## config.mk

```make
export PLATFORM = sky130hd
export DESIGN_NAME = dhcp_lease_allocator
export DESIGN_NICKNAME = d
export VERILOG_FILES = /design/src/rtl/dla_pkg.sv /design/src/rtl/dhcp_lease_allocator.sv /design/src/rtl/dla_dp.sv /design/src/rtl/dla_ctrl.sv
export VERILOG_INCLUDE_DIRS = /design/src /design/src/rtl
export SDC_FILE = /design/constraint.sdc
export NUM_CORES = 2
export LEC_CHECK = 0
export BUFFER_PORTS_ARGS = -buffer_cell sky130_fd_sc_hd__buf_2
export CAP_MARGIN = 20
export CORE_MARGIN = 10
export CORE_UTILIZATION = 45
export CTS_CLUSTER_DIAMETER = 100
export DETAILED_ROUTE_END_ITERATION = 8
export GPL_ROUTABILITY_DRIVEN = 1
export SLEW_MARGIN = 20
export SYNTH_ARGS = -nofsm -noshare
export SYNTH_HDL_FRONTEND = slang
export SYNTH_SLANG_ARGS = --single-unit
export TNS_END_PERCENT = 5
```

## constraint.sdc

```tcl
create_clock -name clk -period 10.34 [get_ports clk]
set_input_delay 1.034 -clock clk [delete_from_list [all_inputs] [get_ports clk]]
set_output_delay 1.034 -clock clk [all_outputs]
set_load 0.02 [all_outputs]
```

## src/rtl/dhcp_lease_allocator_assert.svh

```systemverilog
// Assertion macros for the DHCP lease allocator.
// No dependencies; included by files that carry concurrent checks.
`ifndef DHCP_LEASE_ALLOCATOR_ASSERT_SVH
`define DHCP_LEASE_ALLOCATOR_ASSERT_SVH
`ifndef SYNTHESIS
`define DLA_ASSERT_IMP(label, clk, rst_n, ante, cons) \
	label: assert property (@(posedge clk) disable iff (!rst_n) (ante) |-> (cons)) \
		else $error("assertion failed");
`define DLA_ASSERT_NXT(label, clk, rst_n, ante, cons) \
	label: assert property (@(posedge clk) disable iff (!rst_n) (ante) |=> (cons)) \
		else $error("assertion failed");
`else
`define DLA_ASSERT_IMP(label, clk, rst_n, ante, cons)
`define DLA_ASSERT_NXT(label, clk, rst_n, ante, cons)
`endif
`endif

```

## src/rtl/dla_pkg.sv

```systemverilog
// Shared types and constants for the DHCP lease allocator.
// No dependencies.
package dla_pkg;
	localparam int LEASE_SLOTS   = 16;
	localparam int POOL_SCAN_MAX = 256;
	localparam int SLOT_W        = (LEASE_SLOTS > 1) ? $clog2(LEASE_SLOTS) : 1;
	localparam int CNT_W         = $clog2(LEASE_SLOTS + 1);

	localparam logic [2:0] FN_DISCOVER = 3'd0;
	localparam logic [2:0] FN_REQUEST  = 3'd1;
	localparam logic [2:0] FN_OTHER    = 3'd2;
	localparam logic [2:0] FN_REAP     = 3'd3;
	localparam logic [2:0] FN_CLEAR    = 3'd4;

	localparam logic [2:0] ST_OFFER   = 3'd0;
	localparam logic [2:0] ST_ACK     = 3'd1;
	localparam logic [2:0] ST_IGNORED = 3'd2;
	localparam logic [2:0] ST_NOFREE  = 3'd3;
	localparam logic [2:0] ST_MAINT   = 3'd4;

	localparam logic [2:0] REG_IFACE_IP   = 3'd0;
	localparam logic [2:0] REG_POOL_START = 3'd1;
	localparam logic [2:0] REG_POOL_END   = 3'd2;
	localparam logic [2:0] REG_LEASE_SECS = 3'd3;
	localparam logic [2:0] REG_FILTER_MAC = 3'd4;
	localparam logic [2:0] REG_FILTER_EN  = 3'd5;

	typedef struct packed {
		logic [2:0]  func;
		logic [47:0] client_mac;
		logic [31:0] requested_ip;
		logic [31:0] server_id;
		logic [31:0] now_secs;
	} dla_in_t;

	typedef struct packed {
		logic [2:0]  status;
		logic [31:0] assigned_ip;
		logic [4:0]  removed_count;
	} dla_out_t;

	typedef enum logic [1:0] {S_IDLE, S_LOOK, S_SCAN, S_EMIT} dla_state_t;
	typedef enum logic [1:0] {IPS_REQ, IPS_CUR, IPS_CAND} dla_ipsrc_t;

	typedef struct packed {
		logic       idle;
		logic       load_item;
		logic       maint;
		logic       scan_init;
		logic       scan_step;
		logic       rec_en;
		dla_ipsrc_t ip_src;
		logic       res_load;
		logic [2:0] res_status;
		logic       emit;
	} dla_cmd_t;

	typedef struct packed {
		logic is_maint;
		logic is_disc;
		logic is_req;
		logic filtered;
		logic sid_bad;
		logic req_zero;
		logic cur_live;
		logic tgt_ok;
		logic pool_ok;
		logic cand_free;
		logic cand_last;
		logic out_busy;
	} dla_sts_t;
endpackage

```

## src/rtl/dhcp_lease_allocator.sv

```systemverilog
// DHCP lease allocator. An input beat is registered in the idle state and looked up in the
// lookup state; when a new pool address is needed, the scan state tries one address per
// step (up to POOL_SCAN_MAX). Items are taken one at a time; a stalled result
// holds the next item in the emit state. The next item may be accepted while a result
// waits in the output register. Reset: lease table empty, registers at defaults.
`include "dhcp_lease_allocator_assert.svh"
module dhcp_lease_allocator import dla_pkg::*; (
	input  logic        clk,
	input  logic        arst_n,
	input  logic        cfg_we,
	input  logic [2:0]  cfg_index,
	input  logic [47:0] cfg_data,
	input  logic        req_valid,
	output logic        req_stall,
	input  dla_in_t     req_data,
	output logic        rsp_valid,
	input  logic        rsp_stall,
	output dla_out_t    rsp_data
);
	dla_cmd_t cmd;
	dla_sts_t sts;

	dla_ctrl u_ctrl (
		.clk(clk), .arst_n(arst_n), .req_valid(req_valid), .sts(sts), .cmd(cmd)
	);

	dla_dp u_dp (
		.clk(clk), .arst_n(arst_n), .cfg_we(cfg_we), .cfg_index(cfg_index),
		.cfg_data(cfg_data), .req_data(req_data), .cmd(cmd), .rsp_stall(rsp_stall),
		.sts(sts), .rsp_valid(rsp_valid), .rsp_data(rsp_data)
	);

	assign req_stall = !cmd.idle;

	`DLA_ASSERT_NXT(a_busy_after_beat, clk, arst_n, req_valid && !req_stall, req_stall)
	`DLA_ASSERT_IMP(a_ip_zero, clk, arst_n, rsp_valid && rsp_data.status != ST_OFFER && rsp_data.status != ST_ACK, rsp_data.assigned_ip == '0)
	`DLA_ASSERT_IMP(a_rm_zero, clk, arst_n, rsp_valid && rsp_data.status != ST_MAINT, rsp_data.removed_count == '0)
endmodule

```

## src/rtl/dla_dp.sv

```systemverilog
// Datapath: config registers, lease table, pool scan and result registers.
// Depends on dla_pkg.
module dla_dp import dla_pkg::*; (
	input  logic        clk,
	input  logic        arst_n,
	input  logic        cfg_we,
	input  logic [2:0]  cfg_index,
	input  logic [47:0] cfg_data,
	input  dla_in_t     req_data,
	input  dla_cmd_t    cmd,
	input  logic        rsp_stall,
	output dla_sts_t    sts,
	output logic        rsp_valid,
	output dla_out_t    rsp_data
);
	logic [31:0] iface_q, pstart_q, pend_q, lsecs_q;
	logic [47:0] fmac_q;
	logic        fen_q;
	dla_in_t     item_q;
	logic [31:0] cand_q;
	logic [LEASE_SLOTS-1:0] valid_q;
	logic [47:0] mac_q [LEASE_SLOTS];
	logic [31:0] ip_q  [LEASE_SLOTS];
	logic [31:0] exp_q [LEASE_SLOTS];
	dla_out_t    res_q, out_q;
	logic        out_valid_q;

	logic [LEASE_SLOTS-1:0] hit, rm_mask;
	logic [SLOT_W-1:0] cur_idx, free_idx, tgt_idx;
	logic        has_cur, has_free, held;
	logic [32:0] exp_sum;
	logic [31:0] exp_new, span, src_ip;
	logic [CNT_W-1:0] rm_cnt;
	logic [4:0]  rm_sat;

	always_comb begin
		cur_idx  = '0;
		free_idx = '0;
		held     = 1'b0;
		rm_cnt   = '0;
		for (int i = LEASE_SLOTS - 1; i >= 0; i--) begin
			hit[i] = valid_q[i] && (mac_q[i] == item_q.client_mac);
			if (hit[i]) cur_idx = SLOT_W'(i);
			if (!valid_q[i]) free_idx = SLOT_W'(i);
			rm_mask[i] = valid_q[i] &&
				(item_q.func == FN_CLEAR || exp_q[i] <= item_q.now_secs);
		end
		for (int i = 0; i < LEASE_SLOTS; i++) begin
			if (valid_q[i] && ip_q[i] == cand_q && exp_q[i] > item_q.now_secs) held = 1'b1;
			rm_cnt = rm_cnt + CNT_W'(rm_mask[i]);
		end
	end

	assign has_cur  = |hit;
	assign has_free = ~&valid_q;
	assign tgt_idx  = has_cur ? cur_idx : free_idx;
	assign exp_sum  = {1'b0, item_q.now_secs} + {1'b0, lsecs_q};
	assign exp_new  = exp_sum[32] ? 32'hFFFF_FFFF : exp_sum[31:0];
	assign span     = pend_q - pstart_q;
	assign rm_sat   = (32'(rm_cnt) > 32'd31) ? 5'd31 : 5'(rm_cnt);

	always_comb begin
		case (cmd.ip_src)
			IPS_REQ: src_ip = item_q.requested_ip;
			IPS_CUR: src_ip = ip_q[cur_idx];
			default: src_ip = cand_q;
		endcase
	end

	always_comb begin
		sts.is_maint  = item_q.func == FN_REAP || item_q.func == FN_CLEAR;
		sts.is_disc   = item_q.func == FN_DISCOVER;
		sts.is_req    = item_q.func == FN_REQUEST;
		sts.filtered  = fen_q && item_q.client_mac != fmac_q;
		sts.sid_bad   = item_q.server_id != '0 && item_q.server_id != iface_q;
		sts.req_zero  = item_q.requested_ip == '0;
		sts.cur_live  = has_cur && exp_q[cur_idx] > item_q.now_secs;
		sts.tgt_ok    = has_cur || has_free;
		sts.pool_ok   = pend_q >= pstart_q && span < 32'(POOL_SCAN_MAX);
		sts.cand_free = cand_q != '0 && !held;
		sts.cand_last = cand_q == pend_q;
		sts.out_busy  = out_valid_q && rsp_stall;
	end

	always_ff @(posedge clk or negedge arst_n) begin
		if (!arst_n) begin
			iface_q  <= '0;
			pstart_q <= '0;
			pend_q   <= '0;
			lsecs_q  <= 32'd3600;
			fmac_q   <= '0;
			fen_q    <= 1'b0;
		end else if (cfg_we) begin
			unique case (cfg_index)
				REG_IFACE_IP:   iface_q  <= cfg_data[31:0];
				REG_POOL_START: pstart_q <= cfg_data[31:0];
				REG_POOL_END:   pend_q   <= cfg_data[31:0];
				REG_LEASE_SECS: lsecs_q  <= cfg_data[31:0];
				REG_FILTER_MAC: fmac_q   <= cfg_data;
				REG_FILTER_EN:  fen_q    <= cfg_data[0];
				default: ;
			endcase
		end
	end

	always_ff @(posedge clk or negedge arst_n) begin
		if (!arst_n) begin
			valid_q <= '0;
		end else if (cmd.maint) begin
			valid_q <= valid_q & ~rm_mask;
		end else if (cmd.rec_en) begin
			valid_q[tgt_idx] <= 1'b1;
		end
	end

	always_ff @(posedge clk) begin
		if (cmd.rec_en) begin
			mac_q[tgt_idx] <= item_q.client_mac;
			ip_q[tgt_idx]  <= src_ip;
			exp_q[tgt_idx] <= exp_new;
		end
		if (cmd.load_item) item_q <= req_data;
		if (cmd.scan_init) cand_q <= pstart_q;
		else if (cmd.scan_step) cand_q <= cand_q + 32'd1;
		if (cmd.res_load) begin
			res_q.status        <= cmd.res_status;
			res_q.assigned_ip   <= (cmd.res_status == ST_OFFER || cmd.res_status == ST_ACK)
				? src_ip : '0;
			res_q.removed_count <= (cmd.res_status == ST_MAINT) ? rm_sat : 5'd0;
		end
		if (cmd.emit) out_q <= res_q;
	end

	always_ff @(posedge clk or negedge arst_n) begin
		if (!arst_n) begin
			out_valid_q <= 1'b0;
		end else if (cmd.emit) begin
			out_valid_q <= 1'b1;
		end else if (!rsp_stall) begin
			out_valid_q <= 1'b0;
		end
	end

	assign rsp_valid = out_valid_q;
	assign rsp_data  = out_q;
endmodule

```

## src/rtl/dla_ctrl.sv

```systemverilog
// Controller state machine: sequences lookup, pool scan and result beat.
// Depends on dla_pkg.
module dla_ctrl import dla_pkg::*; (
	input  logic     clk,
	input  logic     arst_n,
	input  logic     req_valid,
	input  dla_sts_t sts,
	output dla_cmd_t cmd
);
	dla_state_t state_q, state_nx;

	always_ff @(posedge clk or negedge arst_n) begin
		if (!arst_n) state_q <= S_IDLE;
		else         state_q <= state_nx;
	end

	always_comb begin
		state_nx = state_q;
		unique case (state_q)
			S_IDLE: if (req_valid) state_nx = S_LOOK;
			S_LOOK: begin
				if (!sts.is_maint && !sts.filtered && !sts.cur_live && sts.tgt_ok
				    && sts.pool_ok && (sts.is_disc || (sts.is_req && !sts.sid_bad
				    && sts.req_zero)))
					state_nx = S_SCAN;
				else
					state_nx = S_EMIT;
			end
			S_SCAN: if (sts.cand_free || sts.cand_last) state_nx = S_EMIT;
			S_EMIT: if (!sts.out_busy) state_nx = S_IDLE;
			default: state_nx = S_IDLE;
		endcase
	end

	always_comb begin
		cmd = '0;
		cmd.ip_src = IPS_CAND;
		cmd.res_status = ST_IGNORED;
		unique case (state_q)
			S_IDLE: begin
				cmd.idle = 1'b1;
				cmd.load_item = req_valid;
			end
			S_LOOK: begin
				cmd.res_load = 1'b1;
				if (sts.is_maint) begin
					cmd.maint = 1'b1;
					cmd.res_status = ST_MAINT;
				end else if (sts.filtered || !(sts.is_disc || sts.is_req)
				             || (sts.is_req && sts.sid_bad)) begin
					cmd.res_status = ST_IGNORED;
				end else if (sts.is_req && !sts.req_zero) begin
					cmd.ip_src = IPS_REQ;
					cmd.rec_en = sts.tgt_ok;
					cmd.res_status = sts.tgt_ok ? ST_ACK : ST_NOFREE;
				end else if (sts.cur_live) begin
					// live lease: discover offers it, request renews it
					cmd.ip_src = IPS_CUR;
					cmd.rec_en = sts.is_req;
					cmd.res_status = sts.is_req ? ST_ACK : ST_OFFER;
				end else if (!sts.tgt_ok || !sts.pool_ok) begin
					cmd.res_status = ST_NOFREE;
				end else begin
					cmd.res_load = 1'b0;
					cmd.scan_init = 1'b1;
				end
			end
			S_SCAN: begin
				if (sts.cand_free) begin
					cmd.rec_en = 1'b1;
					cmd.res_load = 1'b1;
					cmd.res_status = sts.is_disc ? ST_OFFER : ST_ACK;
				end else if (sts.cand_last) begin
					cmd.res_load = 1'b1;
					cmd.res_status = ST_NOFREE;
				end else begin
					cmd.scan_step = 1'b1;
				end
			end
			S_EMIT: cmd.emit = !sts.out_busy;
			default: ;
		endcase
	end
endmodule

```

==> results.txt <==
* Post-Synth XOR/XNOR Area: 10.5%
* Effective utilization at floorplan: 45.3%
* Std-Cell Core Area: 252,000 µm²
- After clock tree synthesis, the flow added hold-fix buffers numbering 0.
- Summing the areas of all compound-gate instances in the mapped netlist gives 6.29% of the synthesized area.
* Clk pin slew, worst setup/hold paths: 0.06 ns
* PwrDens: 195 nW/µm²
- The share of synthesized area in the top cell type comes to 54.1%.
- Global-route usage over all layers: 29.9%
* Final count of pins violating max slew: 0
- Initial antenna violation count: 32
- Simple-gate area share of the yosys netlist: 7.10%
- Once detail routing completed, the nets flagged for antenna violations numbered 0.
* Share of layout cells above drive strength 1: 15.2%
- Final GP Congestion: 0.973
* Maximum level of the CTS H-tree: 4
* Die outline height: 523 µm
* Clock insertion delay at the later pin of the skew report: 0.94 ns
- IR drop worst, VDD: 158 µV
- Total Nets Final: 9,641
* Final-report hold violation count: 0
- The first routing iteration left 9,621 violations.
* Count of different cell masters after synthesis: 98
- The startpoint identified for the worst register-to-register timing path is u_dp.item_q[122]$_DFFE_PP_.
- Combinational family with the most area after synthesis: XOR/XNOR gates
- Period Utilization, post-route: 98.6%
- Remaining design rule violation count: 0
- Leaving out fill and tap cells, the most frequent cell in the layout is sky130_fd_sc_hd__edfxtp_1.
- Summing every instance area after synthesis gives 114,000 µm².
* Number of nets in the synthesized netlist: 9,087
* Status: completed
- Headroom to the max-slew limit came out at 17.1%.
- After detailed routing, the number of vias per cell comes to 6.14.
* Number of setup violations in the final report: 0
- Number of instances in the synthesized netlist: 8,253
- Ports: 245
- Worst Path Class, Setup: reg2reg
- Routed len/inst: 34.0 µm
- STA classifies the critical path startpoint as a flip-flop.
- Along the worst path, the maximum fanout reaches 36.
- Number of global-route vias before repair: 74,349
- Classification of the worst-slack hold path: in2async
- Endpoint required time on the critical path: 10.85 ns
- For this run, the number of Yosys warnings is 0.
- Min Clock Period, post-route: 10.20 ns
* Post-synthesis cell type with the largest combined area: sky130_fd_sc_hd__edfxtp_1
* TritonCTS buffer count: 238
- The tightest hold path in the finished design has a slack of 0.0530 ns.
- Via total after detailed routing: 76,037
- Width of the die: 523 µm
* Maximum clock skew at final layout: 0.0740 ns
- MaxCap Viol Count: 0
- For this run, the top clock speed supported by timing is 98.1 MHz.
- After synthesis, the mean cell area works out to 13.8 µm².
- Unrepaired setup endpoints after global routing: no
- Post-synth EDFFs: 2,051
* Total overflow reported by the global router: 0
- At the pin with the least slew margin, the transition time is 1.24 ns.
- Sequential elements use 58.4% of the synthesized area.
- For this run, asynchronously set or reset flops after synthesis account for 8.72%.
* Post-CTS repair timing setup buffer count: 0
- CTS tree: yes
* Ys flop type: sky130_fd_sc_hd__edfxtp_1
* Launching instance or port of the critical path: u_dp.item_q[122]$_DFFE_PP_
- Kind of end point of the critical path: flip-flop
* Number of synthesized register bits: 2,247
* Placed wire-length estimate: 308 mm
* Total number of placement rows: 184
- Sum Neg Setup Slack: 0 ns
- Total of cells resized after clock tree synthesis: 0
- Counting every sink on the clock net gives 2,247.
- Fill cells in the final layout number 21,171.
- Compared with the post-synthesis result, the final layout area differs by 14.2%.
- Summed over all cells, the static leakage comes to 0.0470 µW.
- Largest net degree at the start of global routing: 127
- In the layout the commonest cells are 2,051 x sky130_fd_sc_hd__edfxtp_1, 1,024 x sky130_fd_sc_hd__xnor2_1, 689 x sky130_fd_sc_hd__mux2i_1, 620 x sky130_fd_sc_hd__ha_1, 359 x sky130_fd_sc_hd__nand4_1.
* CTS max path bufs: 3
* Arrival time at the worst endpoint: 10.70 ns
- Total die area: 274,000 µm²
- Top post-synthesis cells by area: sky130_fd_sc_hd__edfxtp_1 54%, sky130_fd_sc_hd__xnor2_1 7.9%, sky130_fd_sc_hd__ha_1 6.8%
* Routed wire length: 421 mm
- The first global-routing pass estimated 581 mm of wire.
- Number of buffer cells added on primary ports: 244
- Adder-cell share of the synthesized area: 7.01%
* CTS root buffer: sky130_fd_sc_hd__clkbuf_16
* DRT Pass-1 Iters: 8
* Multiplexer area fraction after synthesis: 8.51%
-- Yosys cell counts, types with 11 or more instances --
library cell	instances
sky130_fd_sc_hd__a31oi_1	14
sky130_fd_sc_hd__edfxtp_1	2051
sky130_fd_sc_hd__a211o_1	11
sky130_fd_sc_hd__mux2_2	241
sky130_fd_sc_hd__buf_4	52
sky130_fd_sc_hd__o22ai_1	26
sky130_fd_sc_hd__xor2_1	338
sky130_fd_sc_hd__a22oi_1	59
sky130_fd_sc_hd__o21bai_1	11
sky130_fd_sc_hd__nor3_1	67
sky130_fd_sc_hd__nor2_1	229
sky130_fd_sc_hd__a2111oi_0	23
sky130_fd_sc_hd__a211oi_1	66
sky130_fd_sc_hd__mux2i_1	689
sky130_fd_sc_hd__ha_1	620
sky130_fd_sc_hd__a21o_1	113
sky130_fd_sc_hd__and3_1	22
sky130_fd_sc_hd__a22o_1	12
sky130_fd_sc_hd__a21oi_1	271
sky130_fd_sc_hd__o211ai_1	30
sky130_fd_sc_hd__o21ai_1	12
sky130_fd_sc_hd__o21a_1	43
sky130_fd_sc_hd__nand4_1	359
sky130_fd_sc_hd__dfrtp_1	192
sky130_fd_sc_hd__o21ai_0	209
sky130_fd_sc_hd__inv_1	187
sky130_fd_sc_hd__nor2b_1	70
sky130_fd_sc_hd__buf_2	184
sky130_fd_sc_hd__or4_1	19
sky130_fd_sc_hd__o221ai_1	19
sky130_fd_sc_hd__nand3_1	95
sky130_fd_sc_hd__fa_1	11
sky130_fd_sc_hd__a2bb2oi_1	32
sky130_fd_sc_hd__nor4_1	160
sky130_fd_sc_hd__nand3_2	27
sky130_fd_sc_hd__clkbuf_1	91
sky130_fd_sc_hd__nand2b_1	66
sky130_fd_sc_hd__nand2_1	249
sky130_fd_sc_hd__xnor2_1	1024
sky130_fd_sc_hd__buf_6	13
sky130_fd_sc_hd__o2111ai_1	19
sky130_fd_sc_hd__or3_1	20
sky130_fd_sc_hd__and4_1	21
-- per-layer routing --
layer | wire length (µm) | GRT usage [%]
met1 | 175000 | 41.1
met2 | 191000 | 46.9
met3 | 37900 | 5.93
met4 | 17900 | 11.3
met5 | 140 | 0
-- area by class of cell --
cell class / instances / area, µm² / share of cell area [%]
Clock inverter: 151 / 1550 / 1.19
Inverter: 189 / 709 / 0.546
Multi-Input combinational cell: 5471 / 45100 / 34.7
Clock buffer: 297 / 6320 / 4.86
Tap cell: 3348 / 4190 / 3.22
Antenna cell: 12 / 30.0 / 0.0231
Timing Repair Buffer: 660 / 5590 / 4.30
Sequential cell: 2247 / 66500 / 51.1
-- metrics by stage --
stage / setup WS, ns / util (%) / power [µW] / instances / area [µm²]
finish: 0.144 / 51.7 / 25400 / 12375 / 130000
detailed placement: 0.461 / 48.5 / 16800 / 11915 / 122000
CTS: 0.332 / 51.7 / 25400 / 12363 / 130000
global placement: -0.0479 / 48.5 / 16700 / 11913 / 122000
floorplan: -0.462 / - / 14400 / 8253 / 114000
global route: 0.00396 / 51.7 / 26200 / 12364 / 130000
-- state kept, by name (all words and copies together) (netlist names) --
register / flops
u_dp.mac_q: 768
u_dp.exp_q: 512
u_dp.ip_q: 512
u_dp.item_q: 147
u_dp.fmac_q: 48
u_dp.res_q: 40
u_dp.rsp_data: 40
u_dp.cand_q: 32
u_dp.iface_q: 32
u_dp.lsecs_q: 32
u_dp.pend_q: 32
u_dp.pstart_q: 32
u_dp.valid_q: 16
u_ctrl.state_q: 2
u_dp.fen_q: 1
u_dp.rsp_valid: 1
-- cell families (layout without fill, tap and decap cells) --
logic type	count (synthesis)	count (layout)
AOI/OAI and AO/OA	1076	1076
DFF	2247	2247
buffers and inverters	535	1297
xor gates and xnor gates	1362	1362
muxes	937	937
and+or+nand+nor	1465	1465
other	0	12
adders and majority gates	631	631
-- power breakdown --
part	leakage (µW)	internal [µW]	switching, µW
logic	0.0223	1590	3460
clock network	0.00382	4890	3780
registers	0.0208	11100	522
total	0.0470	17600	7770
-- worst max-delay path: stages (launching register included) --
cell	delay (ns)
sky130_fd_sc_hd__edfxtp_1	1.06
sky130_fd_sc_hd__xor2_1	0.16
sky130_fd_sc_hd__nor4_1	0.64
sky130_fd_sc_hd__nand4_1	0.35
sky130_fd_sc_hd__or4_4	0.54
sky130_fd_sc_hd__o21a_1	0.16
sky130_fd_sc_hd__o2111ai_2	0.23
sky130_fd_sc_hd__a21oi_2	0.17
sky130_fd_sc_hd__nor2_4	0.74
sky130_fd_sc_hd__buf_4	0.66
sky130_fd_sc_hd__a21oi_1	0.16
sky130_fd_sc_hd__a21oi_1	0.20
sky130_fd_sc_hd__mux2i_1	0.10
sky130_fd_sc_hd__ha_1	0.47
sky130_fd_sc_hd__nand4_1	0.13
sky130_fd_sc_hd__nor2_1	0.25
sky130_fd_sc_hd__and3_1	0.26
sky130_fd_sc_hd__nand4_1	0.41
sky130_fd_sc_hd__a211oi_1	0.70
sky130_fd_sc_hd__a211oi_1	0.13
sky130_fd_sc_hd__nor2_1	0.32
sky130_fd_sc_hd__a2bb2oi_1	0.14
sky130_fd_sc_hd__nand4b_1	0.27
sky130_fd_sc_hd__a221oi_2	0.38
sky130_fd_sc_hd__nand2b_1	0.31
sky130_fd_sc_hd__nor2_4	0.21
sky130_fd_sc_hd__buf_4	0.56
-- worst paths after layout --
kind / end / slack [ns] / depth (start not counted)
max: u_dp.exp_q[5][1]$_DFFE_PP_ / 0.14 / 26
min: u_dp.rsp_valid$_DFFE_PN0P_ / 0.05 / 1
max reg2reg: u_dp.exp_q[5][1]$_DFFE_PP_ / 0.14 / 26
min reg2reg: u_dp.rsp_data[22]$_DFFE_PP_ / 0.40 / 0
max in group asynchronous: u_dp.lsecs_q[25]$_DFFE_PN0P_ / 8.86 / 2
min in group clk: u_dp.item_q[94]$_DFFE_PP_ / 0.28 / 1
Power figures use the tool's default switching activity.
